## src/sv/bapf_pkg.sv

```systemverilog
// Package for the burst-aligned packet framer: widths, codes, defaults and the
// entry type that travels from the front end through the queue to the back end.
// No dependencies.
`default_nettype none

package bapf_pkg;

	localparam int BURST_BYTES_DEF = 12;
	localparam int MAX_PACKET_BYTES_DEF = 512;
	localparam int QUEUE_DEPTH_DEF = 4;

	localparam int LEN_W = 10;
	localparam int QUOT_W = 8;
	localparam int PAD_W = 4;
	localparam int WCNT_W = 2;
	localparam int RECIP_SHIFT = 16;
	localparam int HDR_CMD_BIT = 4;

	localparam logic OP_START = 1'b0;
	localparam logic OP_DATA = 1'b1;

	localparam logic [1:0] KIND_START = 2'd0;
	localparam logic [1:0] KIND_DATA = 2'd1;
	localparam logic [1:0] KIND_ERR = 2'd2;

	typedef struct packed {
		logic [1:0] kind;
		logic [7:0] data_byte;
		logic [LEN_W-1:0] packet_length;
		logic [QUOT_W-1:0] quot;
		logic is_command;
		logic closes;
	} entry_t;

endpackage

`default_nettype wire

```

## src/sv/bapf_ifs.sv

```systemverilog
// Handshake channels of the framer: the item channel and the result channel.
// Each carries valid, ready and its payload fields; no dependencies.
`default_nettype none

interface bapf_in_if;
	logic valid;
	logic ready;
	logic opcode;
	logic [7:0] data_byte;
	logic [9:0] packet_length;
	logic is_command;

	modport source(output valid, opcode, data_byte, packet_length, is_command, input ready);
	modport sink(input valid, opcode, data_byte, packet_length, is_command, output ready);
endinterface

interface bapf_out_if;
	logic valid;
	logic ready;
	logic [31:0] fifo_word;
	logic last_word;
	logic protocol_error;

	modport source(output valid, fifo_word, last_word, protocol_error, input ready);
	modport sink(input valid, fifo_word, last_word, protocol_error, output ready);
endinterface

`default_nettype wire

```

## src/sv/bapf_front.sv

```systemverilog
// Front end of the framer: accepts items, checks their sequence against the open
// packet and queues a classified entry. Uses bapf_pkg and bapf_in_if.
`default_nettype none

module bapf_front #(
	parameter int BURST_BYTES = bapf_pkg::BURST_BYTES_DEF,
	parameter int MAX_PACKET_BYTES = bapf_pkg::MAX_PACKET_BYTES_DEF
) (
	input logic clk,
	input logic arst_n,
	bapf_in_if.sink pkt,
	input logic q_full,
	output logic q_push,
	output bapf_pkg::entry_t q_entry
);
	import bapf_pkg::*;

	localparam int RECIP = ((1 << RECIP_SHIFT) + BURST_BYTES - 1) / BURST_BYTES;
	localparam int PROD_W = LEN_W + RECIP_SHIFT;

	logic open_q;
	logic [LEN_W-1:0] remaining_q;
	logic [PROD_W-1:0] prod;
	logic accept;

	assign pkt.ready = !q_full;
	assign accept = pkt.valid && !q_full;
	assign q_push = accept;
	assign prod = PROD_W'(pkt.packet_length) * PROD_W'(RECIP);

	always_comb begin
		q_entry.data_byte = pkt.data_byte;
		q_entry.packet_length = pkt.packet_length;
		q_entry.quot = prod[RECIP_SHIFT +: QUOT_W];
		q_entry.is_command = pkt.is_command;
		q_entry.closes = (remaining_q == LEN_W'(1));
		if (pkt.opcode == OP_START) begin
			if (open_q || pkt.packet_length > LEN_W'(MAX_PACKET_BYTES))
				q_entry.kind = KIND_ERR;
			else
				q_entry.kind = KIND_START;
		end else begin
			q_entry.kind = open_q ? KIND_DATA : KIND_ERR;
		end
	end

	always_ff @(posedge clk or negedge arst_n) begin
		if (!arst_n) begin
			open_q <= 1'b0;
			remaining_q <= '0;
		end else if (accept) begin
			if (q_entry.kind == KIND_START) begin
				open_q <= (pkt.packet_length != '0);
				remaining_q <= pkt.packet_length;
			end else if (q_entry.kind == KIND_DATA) begin
				remaining_q <= remaining_q - LEN_W'(1);
				if (q_entry.closes)
					open_q <= 1'b0;
			end
		end
	end

endmodule

`default_nettype wire

```

## src/sv/bapf_queue.sv

```systemverilog
// Short queue of classified entries between the front and back ends of the framer.
// Uses bapf_pkg for the entry type.
`default_nettype none

module bapf_queue #(
	parameter int DEPTH = bapf_pkg::QUEUE_DEPTH_DEF
) (
	input logic clk,
	input logic arst_n,
	input logic push,
	input bapf_pkg::entry_t wr_entry,
	output logic full,
	input logic pop,
	output bapf_pkg::entry_t head,
	output logic empty
);
	import bapf_pkg::*;

	localparam int PTR_W = $clog2(DEPTH);
	localparam int CNT_W = $clog2(DEPTH + 1);

	entry_t mem_q [DEPTH];
	logic [PTR_W-1:0] wr_ptr_q;
	logic [PTR_W-1:0] rd_ptr_q;
	logic [CNT_W-1:0] count_q;

	assign full = (count_q == CNT_W'(DEPTH));
	assign empty = (count_q == '0);
	assign head = mem_q[rd_ptr_q];

	always_ff @(posedge clk) begin
		if (push)
			mem_q[wr_ptr_q] <= wr_entry;
	end

	always_ff @(posedge clk or negedge arst_n) begin
		if (!arst_n) begin
			wr_ptr_q <= '0;
			rd_ptr_q <= '0;
			count_q <= '0;
		end else begin
			if (push)
				wr_ptr_q <= (wr_ptr_q == PTR_W'(DEPTH - 1)) ? '0 : wr_ptr_q + PTR_W'(1);
			if (pop)
				rd_ptr_q <= (rd_ptr_q == PTR_W'(DEPTH - 1)) ? '0 : rd_ptr_q + PTR_W'(1);
			if (push && !pop)
				count_q <= count_q + CNT_W'(1);
			else if (pop && !push)
				count_q <= count_q - CNT_W'(1);
		end
	end

	a_no_overflow: assert property (@(posedge clk) disable iff (!arst_n) !(push && full))
		else $error("Queue written while full.");
	a_no_underflow: assert property (@(posedge clk) disable iff (!arst_n) !(pop && empty))
		else $error("Queue read while empty.");
	a_count_step: assert property (@(posedge clk) disable iff (!arst_n)
		(push && !pop) |=> !empty)
		else $error("Queue count lost a pushed entry.");

endmodule

`default_nettype wire

```

## src/sv/bapf_back.sv

```systemverilog
// Back end of the framer: works off queued entries, packs bytes into 32-bit words
// and drives the registered result channel. Uses bapf_pkg and bapf_out_if.
`default_nettype none

module bapf_back #(
	parameter int BURST_BYTES = bapf_pkg::BURST_BYTES_DEF
) (
	input logic clk,
	input logic arst_n,
	input bapf_pkg::entry_t head,
	input logic q_empty,
	output logic q_pop,
	bapf_out_if.source fifo
);
	import bapf_pkg::*;

	localparam int R_W = LEN_W + 2;

	logic [1:0] lane_q;
	logic [23:0] partial_q;
	logic [WCNT_W-1:0] wi_q;
	logic ovalid_q;
	logic [31:0] oword_q;
	logic olast_q;
	logic oerr_q;

	logic head_valid;
	logic out_free;
	logic out_load;
	logic [R_W-1:0] qb;
	logic [R_W-1:0] r0;
	logic [R_W-1:0] rem;
	logic [PAD_W-1:0] pad;
	logic [7:0] hdr;
	logic zero_len;
	logic [23:0] merged;
	logic [WCNT_W-1:0] nwords;
	logic [31:0] word;
	logic last;
	logic err;
	logic [1:0] lane_nx;
	logic [23:0] partial_nx;

	assign head_valid = !q_empty;
	assign out_free = !ovalid_q || fifo.ready;
	assign fifo.valid = ovalid_q;
	assign fifo.fifo_word = oword_q;
	assign fifo.last_word = olast_q;
	assign fifo.protocol_error = oerr_q;

	always_comb begin
		qb = R_W'(head.quot) * R_W'(BURST_BYTES);
		r0 = R_W'(head.packet_length) - qb;
		rem = (r0 >= R_W'(BURST_BYTES)) ? r0 - R_W'(BURST_BYTES) : r0;
		pad = PAD_W'(BURST_BYTES) - PAD_W'(rem);
		hdr = 8'(pad) | (8'(head.is_command) << HDR_CMD_BIT);
		zero_len = (head.packet_length == '0);
		case (lane_q)
			2'd0: merged = {partial_q[23:8], head.data_byte};
			2'd1: merged = {partial_q[23:16], head.data_byte, partial_q[7:0]};
			2'd2: merged = {head.data_byte, partial_q[15:0]};
			default: merged = partial_q;
		endcase

		nwords = '0;
		word = '0;
		last = 1'b0;
		err = 1'b0;
		lane_nx = lane_q;
		partial_nx = partial_q;
		case (head.kind)
			KIND_START: begin
				nwords = WCNT_W'(pad >> 2) + WCNT_W'(zero_len && pad[1:0] != 2'd0);
				word = (wi_q == '0) ? {24'd0, hdr} : 32'd0;
				last = zero_len && (wi_q == nwords - WCNT_W'(1));
				if (zero_len) begin
					lane_nx = 2'd0;
					partial_nx = '0;
				end else begin
					lane_nx = pad[1:0];
					partial_nx = ((pad >> 2) == '0) ? {16'd0, hdr} : 24'd0;
				end
			end
			KIND_DATA: begin
				nwords = WCNT_W'(lane_q == 2'd3 || head.closes);
				word = (lane_q == 2'd3) ? {head.data_byte, partial_q} : {8'd0, merged};
				last = head.closes;
				if (lane_q == 2'd3 || head.closes) begin
					lane_nx = 2'd0;
					partial_nx = '0;
				end else begin
					lane_nx = lane_q + 2'd1;
					partial_nx = merged;
				end
			end
			default: begin
				nwords = WCNT_W'(1);
				err = 1'b1;
			end
		endcase
	end

	assign out_load = head_valid && nwords != '0 && out_free;
	assign q_pop = head_valid
		&& (nwords == '0 || (out_free && wi_q == nwords - WCNT_W'(1)));

	always_ff @(posedge clk or negedge arst_n) begin
		if (!arst_n) begin
			lane_q <= '0;
			partial_q <= '0;
			wi_q <= '0;
			ovalid_q <= 1'b0;
		end else begin
			if (q_pop) begin
				lane_q <= lane_nx;
				partial_q <= partial_nx;
				wi_q <= '0;
			end else if (out_load) begin
				wi_q <= wi_q + WCNT_W'(1);
			end
			if (out_load)
				ovalid_q <= 1'b1;
			else if (fifo.ready)
				ovalid_q <= 1'b0;
		end
	end

	always_ff @(posedge clk) begin
		if (out_load) begin
			oword_q <= word;
			olast_q <= last;
			oerr_q <= err;
		end
	end

	a_err_clean: assert property (@(posedge clk) disable iff (!arst_n)
		(ovalid_q && oerr_q) |-> (oword_q == '0 && !olast_q))
		else $error("Error result carries framed data.");
	a_mid_entry: assert property (@(posedge clk) disable iff (!arst_n)
		(wi_q != '0) |-> head_valid)
		else $error("Word index advanced with no entry at the queue head.");
	a_last_closes: assert property (@(posedge clk) disable iff (!arst_n)
		(out_load && last) |=> (lane_q == '0 && partial_q == '0))
		else $error("Packet closed with bytes left in the partial word.");

endmodule

`default_nettype wire

```

## src/sv/burst_aligned_packet_framer.sv

```systemverilog
// Top level of the burst-aligned packet framer: front end, entry queue, back end.
// Uses bapf_pkg, bapf_ifs, bapf_front, bapf_queue and bapf_back.
//
//   channel  role    handshake          payload
//   pkt      sink    valid / ready      opcode, data_byte, packet_length, is_command
//   fifo     source  valid / ready      fifo_word, last_word, protocol_error
//
// The front end takes one transaction per cycle while the queue has room.
// A data byte yields at most one framed word and an error one error word; a start yields
// up to ceil(BURST_BYTES / 4) framed words, all through the single output register.
// Reset is asynchronous and clears the packet state, the queue and the output valid flag.
// A stall on fifo fills the output register, then the queue, and then drops pkt.ready.
`default_nettype none

module burst_aligned_packet_framer #(
	parameter int BURST_BYTES = bapf_pkg::BURST_BYTES_DEF,
	parameter int MAX_PACKET_BYTES = bapf_pkg::MAX_PACKET_BYTES_DEF,
	parameter int QUEUE_DEPTH = bapf_pkg::QUEUE_DEPTH_DEF
) (
	input logic clk,
	input logic arst_n,
	bapf_in_if.sink pkt,
	bapf_out_if.source fifo
);
	import bapf_pkg::*;

	entry_t wr_entry;
	entry_t head;
	logic q_push;
	logic q_pop;
	logic q_full;
	logic q_empty;

	bapf_front #(
		.BURST_BYTES(BURST_BYTES),
		.MAX_PACKET_BYTES(MAX_PACKET_BYTES)
	) u_front (
		.clk(clk),
		.arst_n(arst_n),
		.pkt(pkt),
		.q_full(q_full),
		.q_push(q_push),
		.q_entry(wr_entry)
	);

	bapf_queue #(
		.DEPTH(QUEUE_DEPTH)
	) u_queue (
		.clk(clk),
		.arst_n(arst_n),
		.push(q_push),
		.wr_entry(wr_entry),
		.full(q_full),
		.pop(q_pop),
		.head(head),
		.empty(q_empty)
	);

	bapf_back #(
		.BURST_BYTES(BURST_BYTES)
	) u_back (
		.clk(clk),
		.arst_n(arst_n),
		.head(head),
		.q_empty(q_empty),
		.q_pop(q_pop),
		.fifo(fifo)
	);

endmodule

`default_nettype wire

```

## src/flat_wrapper.sv

```systemverilog
// flat-port wrapper written by rule: the top's interface ports become plain ports
module burst_aligned_packet_framer_flat import bapf_pkg::*;
#(
	parameter int BURST_BYTES = bapf_pkg::BURST_BYTES_DEF,
	parameter int MAX_PACKET_BYTES = bapf_pkg::MAX_PACKET_BYTES_DEF,
	parameter int QUEUE_DEPTH = bapf_pkg::QUEUE_DEPTH_DEF
)
  (clk, arst_n, pkt_valid, pkt_opcode, pkt_data_byte, pkt_packet_length, pkt_is_command, pkt_ready, fifo_valid, fifo_fifo_word, fifo_last_word, fifo_protocol_error, fifo_ready);
  bapf_in_if pkt_i ();
  bapf_out_if fifo_i ();
  input logic clk;
  input logic arst_n;
  input wire logic [$bits(pkt_i.valid)-1:0] pkt_valid;
  input wire logic [$bits(pkt_i.opcode)-1:0] pkt_opcode;
  input wire logic [$bits(pkt_i.data_byte)-1:0] pkt_data_byte;
  input wire logic [$bits(pkt_i.packet_length)-1:0] pkt_packet_length;
  input wire logic [$bits(pkt_i.is_command)-1:0] pkt_is_command;
  output wire logic [$bits(pkt_i.ready)-1:0] pkt_ready;
  output wire logic [$bits(fifo_i.valid)-1:0] fifo_valid;
  output wire logic [$bits(fifo_i.fifo_word)-1:0] fifo_fifo_word;
  output wire logic [$bits(fifo_i.last_word)-1:0] fifo_last_word;
  output wire logic [$bits(fifo_i.protocol_error)-1:0] fifo_protocol_error;
  input wire logic [$bits(fifo_i.ready)-1:0] fifo_ready;
  assign pkt_i.valid = pkt_valid;
  assign pkt_i.opcode = pkt_opcode;
  assign pkt_i.data_byte = pkt_data_byte;
  assign pkt_i.packet_length = pkt_packet_length;
  assign pkt_i.is_command = pkt_is_command;
  assign pkt_ready = pkt_i.ready;
  assign fifo_valid = fifo_i.valid;
  assign fifo_fifo_word = fifo_i.fifo_word;
  assign fifo_last_word = fifo_i.last_word;
  assign fifo_protocol_error = fifo_i.protocol_error;
  assign fifo_i.ready = fifo_ready;
  burst_aligned_packet_framer #(.BURST_BYTES(BURST_BYTES), .MAX_PACKET_BYTES(MAX_PACKET_BYTES), .QUEUE_DEPTH(QUEUE_DEPTH)) u_core (.clk(clk), .arst_n(arst_n), .pkt(pkt_i), .fifo(fifo_i));
endmodule
```

## config.mk

```make
export PLATFORM = sky130hd
export DESIGN_NAME = burst_aligned_packet_framer_flat
export DESIGN_NICKNAME = d
export VERILOG_FILES = /design/src/sv/bapf_pkg.sv /design/src/sv/bapf_ifs.sv /design/src/sv/bapf_front.sv /design/src/sv/bapf_queue.sv /design/src/sv/bapf_back.sv /design/src/sv/burst_aligned_packet_framer.sv /design/src/flat_wrapper.sv
export SDC_FILE = /design/constraint.sdc
export NUM_CORES = 1
export LEC_CHECK = 0
export ABC_AREA = 1
export BUFFER_PORTS_ARGS = -buffer_cell sky130_fd_sc_hd__buf_4
export CAP_MARGIN = 20
export CORE_MARGIN = 2
export CORE_UTILIZATION = 45
export CTS_CLUSTER_DIAMETER = 150
export DETAILED_ROUTE_END_ITERATION = 10
export GPL_TIMING_DRIVEN = 0
export MAX_ROUTING_LAYER = met4
export SKIP_CTS_REPAIR_TIMING = 1
export SYNTH_ARGS = -nofsm -noshare
export SYNTH_HDL_FRONTEND = slang
export SYNTH_HIERARCHICAL = 1
export SYNTH_SLANG_ARGS = --single-unit
export TNS_END_PERCENT = 50
```

## constraint.sdc

```tcl
create_clock -name clk -period 14.9 [get_ports clk]
set_clock_uncertainty 0.2 [all_clocks]
set_input_delay 0 -clock clk [delete_from_list [all_inputs] [get_ports clk]]
set_output_delay 0 -clock clk [all_outputs]
set_load 0.05 [all_outputs]
```

==> results of run 1 <==
## layout by cell type, fill, tap and decap left out, drive strengths merged, types with 7 or more instances in the layout
master / count
clkbuf: 44
nand2: 392
nor3: 8
ha: 97
a21oi: 21
dfrtp: 47
clkinv: 8
dlygate4sd3: 25
nor2: 77
o21ai: 44
edfxtp: 154
fa: 32
xnor2: 7
buf: 104
o211ai: 60
inv: 256
a22oi: 22
nand4: 8
nand3: 62
o31ai: 21
## layer usage
layer  up-vias  wire [um]  part of all wire, %  GRT usage (%)
met3        46       1240                  4.4           2.07
met1      4436      13000                   46           26.3
met5         -          0                    0              -
met4         0        537                  1.9           4.38
li1       4791          -                    -              -
met2       240      13700                   48           32.1
## flip-flops by register name, summed over array words and instances, names as in the netlist, 3 cells and up
name,cells
u_core/u_queue/mem_q,120
u_core/u_back/fifo.fifo_word,32
u_core/u_back/partial_q,24
u_core/u_front/remaining_q,10
u_core/u_queue/count_q,3
## cell families (layout without fill, tap and decap cells)
logic type | count (synthesis) | after routing | synth area share, %
adder cells (fa/ha/maj) | 129 | 129 | 14.4
buffers and inverters | 314 | 440 | 10.8
flip-flops | 201 | 201 | 45.2
other | 2 | 2 | 0.0585
AND/OR/NAND/NOR | 560 | 560 | 18.3
XOR/XNOR | 11 | 11 | 0.809
AO/OA/AOI/OAI | 183 | 183 | 10.4
## final cells by class
cell class | count | area, um2
clock inverter | 13 | 88.8
fill | 2585 | 13100
multi-input combinational | 885 | 5660
tap | 378 | 473
sequential | 201 | 5800
clock buffer | 29 | 598
timing repair buffer | 84 | 825
buffer | 60 | 427
inverter | 254 | 956
## worst register-to-register path: cells and delay by family, from the launching register on
kind	cells	cell delay, ns
fa+ha+maj	7	2.27
simple gates	15	1.38
compound gates	8	1.08
buf+inv	8	0.99
flops	1	0.40
xor+xnor	2	0.38
## final timing paths
| check | startpoint | endpoint | slack [ns] | cells past startpoint |
|---|---|---|---|---|
| max in group asynchronous | arst_n | u_core/u_back/partial_q[1] | 13.92 | 4 |
| min in group asynchronous | arst_n | u_core/u_queue/wr_ptr_q[1] | 0.32 | 4 |
| setup / recovery | u_core/u_queue/rd_ptr_q[0] | u_core/u_queue/count_q[1] | 8.11 | 40 |
| hold reg to reg | u_core/u_back/partial_q[2] | u_core/u_back/partial_q[2] | 0.29 | 2 |
| setup reg to reg | u_core/u_queue/rd_ptr_q[0] | u_core/u_queue/count_q[1] | 8.11 | 40 |
| hold / removal | pkt_data_byte[6] | u_core/u_queue/mem_q[2][26] | 0.02 | 2 |
## metrics by stage
stage	cell area (um2)	hold slack, ns	setup WS (ns)	std cells	utilization, %
floorplan	12800	-0.496	7.63	1400	-
global placement	13700	-0.123	5.77	1828	49.0
detailed placement	13900	-0.131	8.17	1836	49.6
CTS	14600	-0.693	8.11	1878	52.1
global route	14800	0.0116	7.65	1904	53.1
finish	14800	0.0155	8.11	1904	53.1
==> results.cfg, run 1 <==
[run_status]
status = finished clean

[floorplanning]
initial_core_util_pct = 46.0
ios = 60
die_h_um = 173
dieWidth_um = 173
row_count = 61
core_area_um2 = 27900
dieArea_um2 = 29900

[timing]
finalCritPeriodShare_pct = 45.6
tightest_slew_ns = 0.916
fmaxAchievable_mhz = 147
slew_headroom_pct = 38.9
min_period_ns = 6.79
rsz0062_at_grt = false
drv_slew = 0
setup_tns_ns = 0
setup_viol = 0
hold_viol = 0

[logic_synthesis]
syn_inst = 1400
synth_top_cells_by_count = 381 x nand2_1, 215 x inv_1, 154 x edfxtp_1, 97 x ha_1, 66 x nor2_1
synth-async-reset-ratio_pct = 23.4
ys_types = 49
synth-seq-cells = 201
synth_enable_flop_cells = 154
yosysMostFrequentCell = nand2_1
yosysTopAreaCell = edfxtp_1
synthFlopType = edfxtp_1
syn_nets = 1553
ys_seq_area_share_pct = 45.2
synth.top_cell.area_share_pct = 36.0
yosysWarnings = 6
synth.area.top_cells = edfxtp_1 36%, nand2_1 11%, ha_1 9.5%, dfrtp_1 9.2%, inv_1 6.3%
avgSynthCellArea_um2 = 9.17
netlist_area_um2 = 12800

[setup_path]
cp_common_cell = nand2_1
crit_path_top_delay_cell = fa_1
cp.required_ns = 15.13
path_buf_inv = 8
criticalPathCategory = reg -> reg
max_stage_delay_ns = 0.43
cp_max_fo = 10
cp-end-kind = flip-flop
crit_arrival_ns = 7.02
cp-start-kind = flip-flop
path_delay_family = adder cells

[final_layout]
diodes = 0
nets = 1662
drive_above_1_share_pct = 15.1
syn2layout_area_growth_pct = 15.5

[global_route]
overflow = 0
grt_pass1_vias = 9062
grt_first_pass_wirelength_um = 46200
grtUsageTotal_pct = 19.5
grt_max_degree = 48
antenna_found_initial = 0

[cts]
cts-buffers-inserted = 23
path_clk_slew_ns = 0.06
clk_latency_ns = 0.53
tritoncts = done
htree_num_levels = 1
cts_root_buf = clkbuf_16
cts_buffer_depth = 3
clock_sinks = 201

[detailed_routing]
vias = 9513
ant_nets = 0
viasPerCell = 5.00
detail_route.iter0.violations = 643
firstDrtPassIters = 5
remaining_drc_errors = 0
routedWlPerCell_um = 14.9
routed_wl_um = 28400

[run]
cap_violations = 0

[place]
dpl.hpwl_um = 20900
portBuffers = 50
globalplace.congestion = 0.843

[hold_path]
hp-class = in -> reg
Power of run 1 is not shown: default switching activity piles up to over one toggle a cycle in this logic, so the estimate is an artifact.
==> run 2, diff against run 1 <==
--- a/config.mk
+++ b/config.mk
@@ -5,7 +5,7 @@
 export SDC_FILE = /design/constraint.sdc
 export NUM_CORES = 1
 export LEC_CHECK = 0
-export ABC_AREA = 1
+export ABC_AREA = 0
 export BUFFER_PORTS_ARGS = -buffer_cell sky130_fd_sc_hd__buf_4
 export CAP_MARGIN = 20
 export CORE_MARGIN = 2
==> constraint.sdc (replaced) <==
create_clock -name clk -period 6.9 [get_ports clk]
set_clock_uncertainty 0.2 [all_clocks]
set_input_delay 0 -clock clk [delete_from_list [all_inputs] [get_ports clk]]
set_output_delay 0 -clock clk [all_outputs]
set_load 0.05 [all_outputs]
==> run 2 against run 1 <==
Against the previous run: worst hold slack better by 0.0041 ns; sequential share of layout area is 3.4 points higher; flip-flop and latch count stayed put; cell count is 29% lower; synthesized cell count is 37% lower; die area is 10% lower; largest cell class unchanged.
==> results.cfg, run 2 <==
[final_layout]
utilization_pct = 54.3
syn2layout_area_growth_pct = 18.7
fin_area_um2 = 13600
final_cells = 1350
final_common_cell = edfxtp_1
regMostFlops = u_core/u_queue/mem_q
drive_above_1_share_pct = 20.6
nets = 1157
largest_reg_flops = 120
final_cell_mix = 154 x edfxtp_1, 95 x ha_1, 94 x buf_4
diodes = 0

[cts]
cts_buffer_depth = 3
cts_root_buf = clkbuf_16
htree_num_levels = 1
clock_sinks = 201
clk_latency_ns = 0.52
path_clk_slew_ns = 0.06
cts-buffers-inserted = 23
tritoncts = done

[global_route]
overflow = 0
grt_pass1_vias = 7114
use_met3_pct = 2.02
antenna_found_initial = 0
grt_max_degree = 48
grt_first_pass_wirelength_um = 36300
grtUsageTotal_pct = 17.6
grt.busiest_layer = met2
gr-usage-met1_pct = 23.6
grt_use_met2_pct = 29.0

[place]
portBuffers = 50
place_ws_ns = -0.609
globalplace.congestion = 0.788
dpl.hpwl_um = 15800
place_area_um2 = 12300
dp_cells = 1263

[setup_path]
cp-start-kind = flip-flop
criticalPathCategory = reg -> reg
cp_max_fo = 7
max_stage_delay_ns = 0.56
reg2reg_depth = 31
cp-end-kind = flip-flop
crit_path_top_delay_cell = mux4_2
cp.required_ns = 7.15
crit_arrival_ns = 7.08

[run_status]
status = finished clean

[logic_synthesis]
synth.top_cell.area_share_pct = 40.2
ys_seq_area_share_pct = 50.5
syn_nets = 1035
yosysMostFrequentCell = edfxtp_1
ys_types = 81
synth.area.top_cells = edfxtp_1 40%, ha_1 11%, dfrtp_1 10%, fa_1 5.6%, mux4_2 5.5%
synth_top_cells_by_count = 154 x edfxtp_1, 97 x ha_1, 85 x inv_1, 64 x nor2_1, 47 x dfrtp_1
synth-async-reset-ratio_pct = 23.4
netlist_area_um2 = 11500
yosysWarnings = 6
synth-seq-cells = 201
yosysTopAreaCell = edfxtp_1
avgSynthCellArea_um2 = 13.0
synth_enable_flop_cells = 154
synthFlopType = edfxtp_1
syn_inst = 882

[floorplanning]
die_h_um = 164
core_area_um2 = 25100
initial_core_util_pct = 45.8
ios = 60
row_count = 58
dieWidth_um = 164
dieArea_um2 = 26800

[timing]
finalCritPeriodShare_pct = 99.0
hold_viol = 0
slew_headroom_pct = 40.6
min_period_ns = 6.83
fmaxAchievable_mhz = 146
setup_viol = 0
rsz0062_at_grt = true
drv_slew = 0
setup_ws_ns = 0.0689
tightest_slew_ns = 0.885

[detailed_routing]
routed_wl_um = 22700
remaining_drc_errors = 0
viasPerCell = 5.37
firstDrtPassIters = 5
ant_nets = 0
detail_route.iter0.violations = 431
vias = 7244
routedWlPerCell_um = 16.8

[run]
cap_violations = 0

[hold_path]
holdPathStages = 2
hp-class = in -> reg
## run 2: changes by cell type in the layout (fill, tap and decap cells not counted), moves of 16 or more
cell / change
buf_6: -16
inv_2: -36
nand2_1: -354
nand3_1: -46
o211ai_1: -53
a22o_1: +28
o31ai_2: -19
buf_4: +21
inv_1: -132
mux4_2: +28
## run 2: path summary, 6_finish.rpt
check	from	endpoint	slack (ns)
worst max-delay path	u_core/u_queue/rd_ptr_q[0]	u_core/u_queue/count_q[2]	0.07
worst min-delay path	pkt_data_byte[3]	u_core/u_queue/mem_q[1][23]	0.02
worst max register to register	u_core/u_queue/rd_ptr_q[0]	u_core/u_queue/count_q[2]	0.07
worst min register to register	u_core/u_queue/count_q[2]	u_core/u_queue/count_q[2]	0.29
max in group asynchronous	arst_n	u_core/u_queue/rd_ptr_q[1]	5.84
min in group asynchronous	arst_n	u_core/u_back/partial_q[23]	0.40
## run 2: cell families after synthesis
family / after synthesis / synth area share [%]
muxes: 37 / 6.63
adders and majority gates: 129 / 16.1
DFF: 201 / 50.5
other: 2 / 0.0653
AOI/OAI and AO/OA: 168 / 10.8
and+or+nand+nor: 186 / 8.27
buffers and inverters: 133 / 5.60
xor gates and xnor gates: 26 / 2.05
## run 2: critical path: cells and delay by family (launching register included)
kind            cells  cell delay (ns)
fa+ha+maj           7             2.01
compound gates      8             1.47
simple gates        6             1.07
xor+xnor            5             0.71
mux                 1             0.56
buf+inv             4             0.37
flops               1             0.36
## run 2: routing by layer
| metal | routed length (um) | vias up |
|---|---|---|
| met5 | 0 | - |
| met4 | 303 | 0 |
| met3 | 818 | 23 |
| met2 | 11200 | 128 |
| met1 | 10400 | 3586 |
| li1 | - | 3507 |
## run 2: through the flow
stage / TNS, ns / hold WS [ns]
6_report: 0 / 0.0196
5_1_grt: -2.82 / 0.0140
4_1_cts: -10.28 / -0.692
3_5_place_dp: -8.53 / -0.127
3_3_place_gp: -19.75 / -0.131
2_1_floorplan: 0 / -0.496
## run 2: layout make-up
| cell class | count | area, um2 |
|---|---|---|
| Timing Repair Buffer | 98 | 836 |
| Sequential cell | 201 | 5800 |
| Fill cell | 2173 | 11500 |
| Clock inverter | 18 | 195 |
| Tap cell | 330 | 413 |
| Clock buffer | 23 | 576 |
| Inverter | 85 | 319 |
| Multi-Input combinational cell | 548 | 5180 |
| Buffer | 47 | 322 |
Power of run 2 is left out for the same reason.
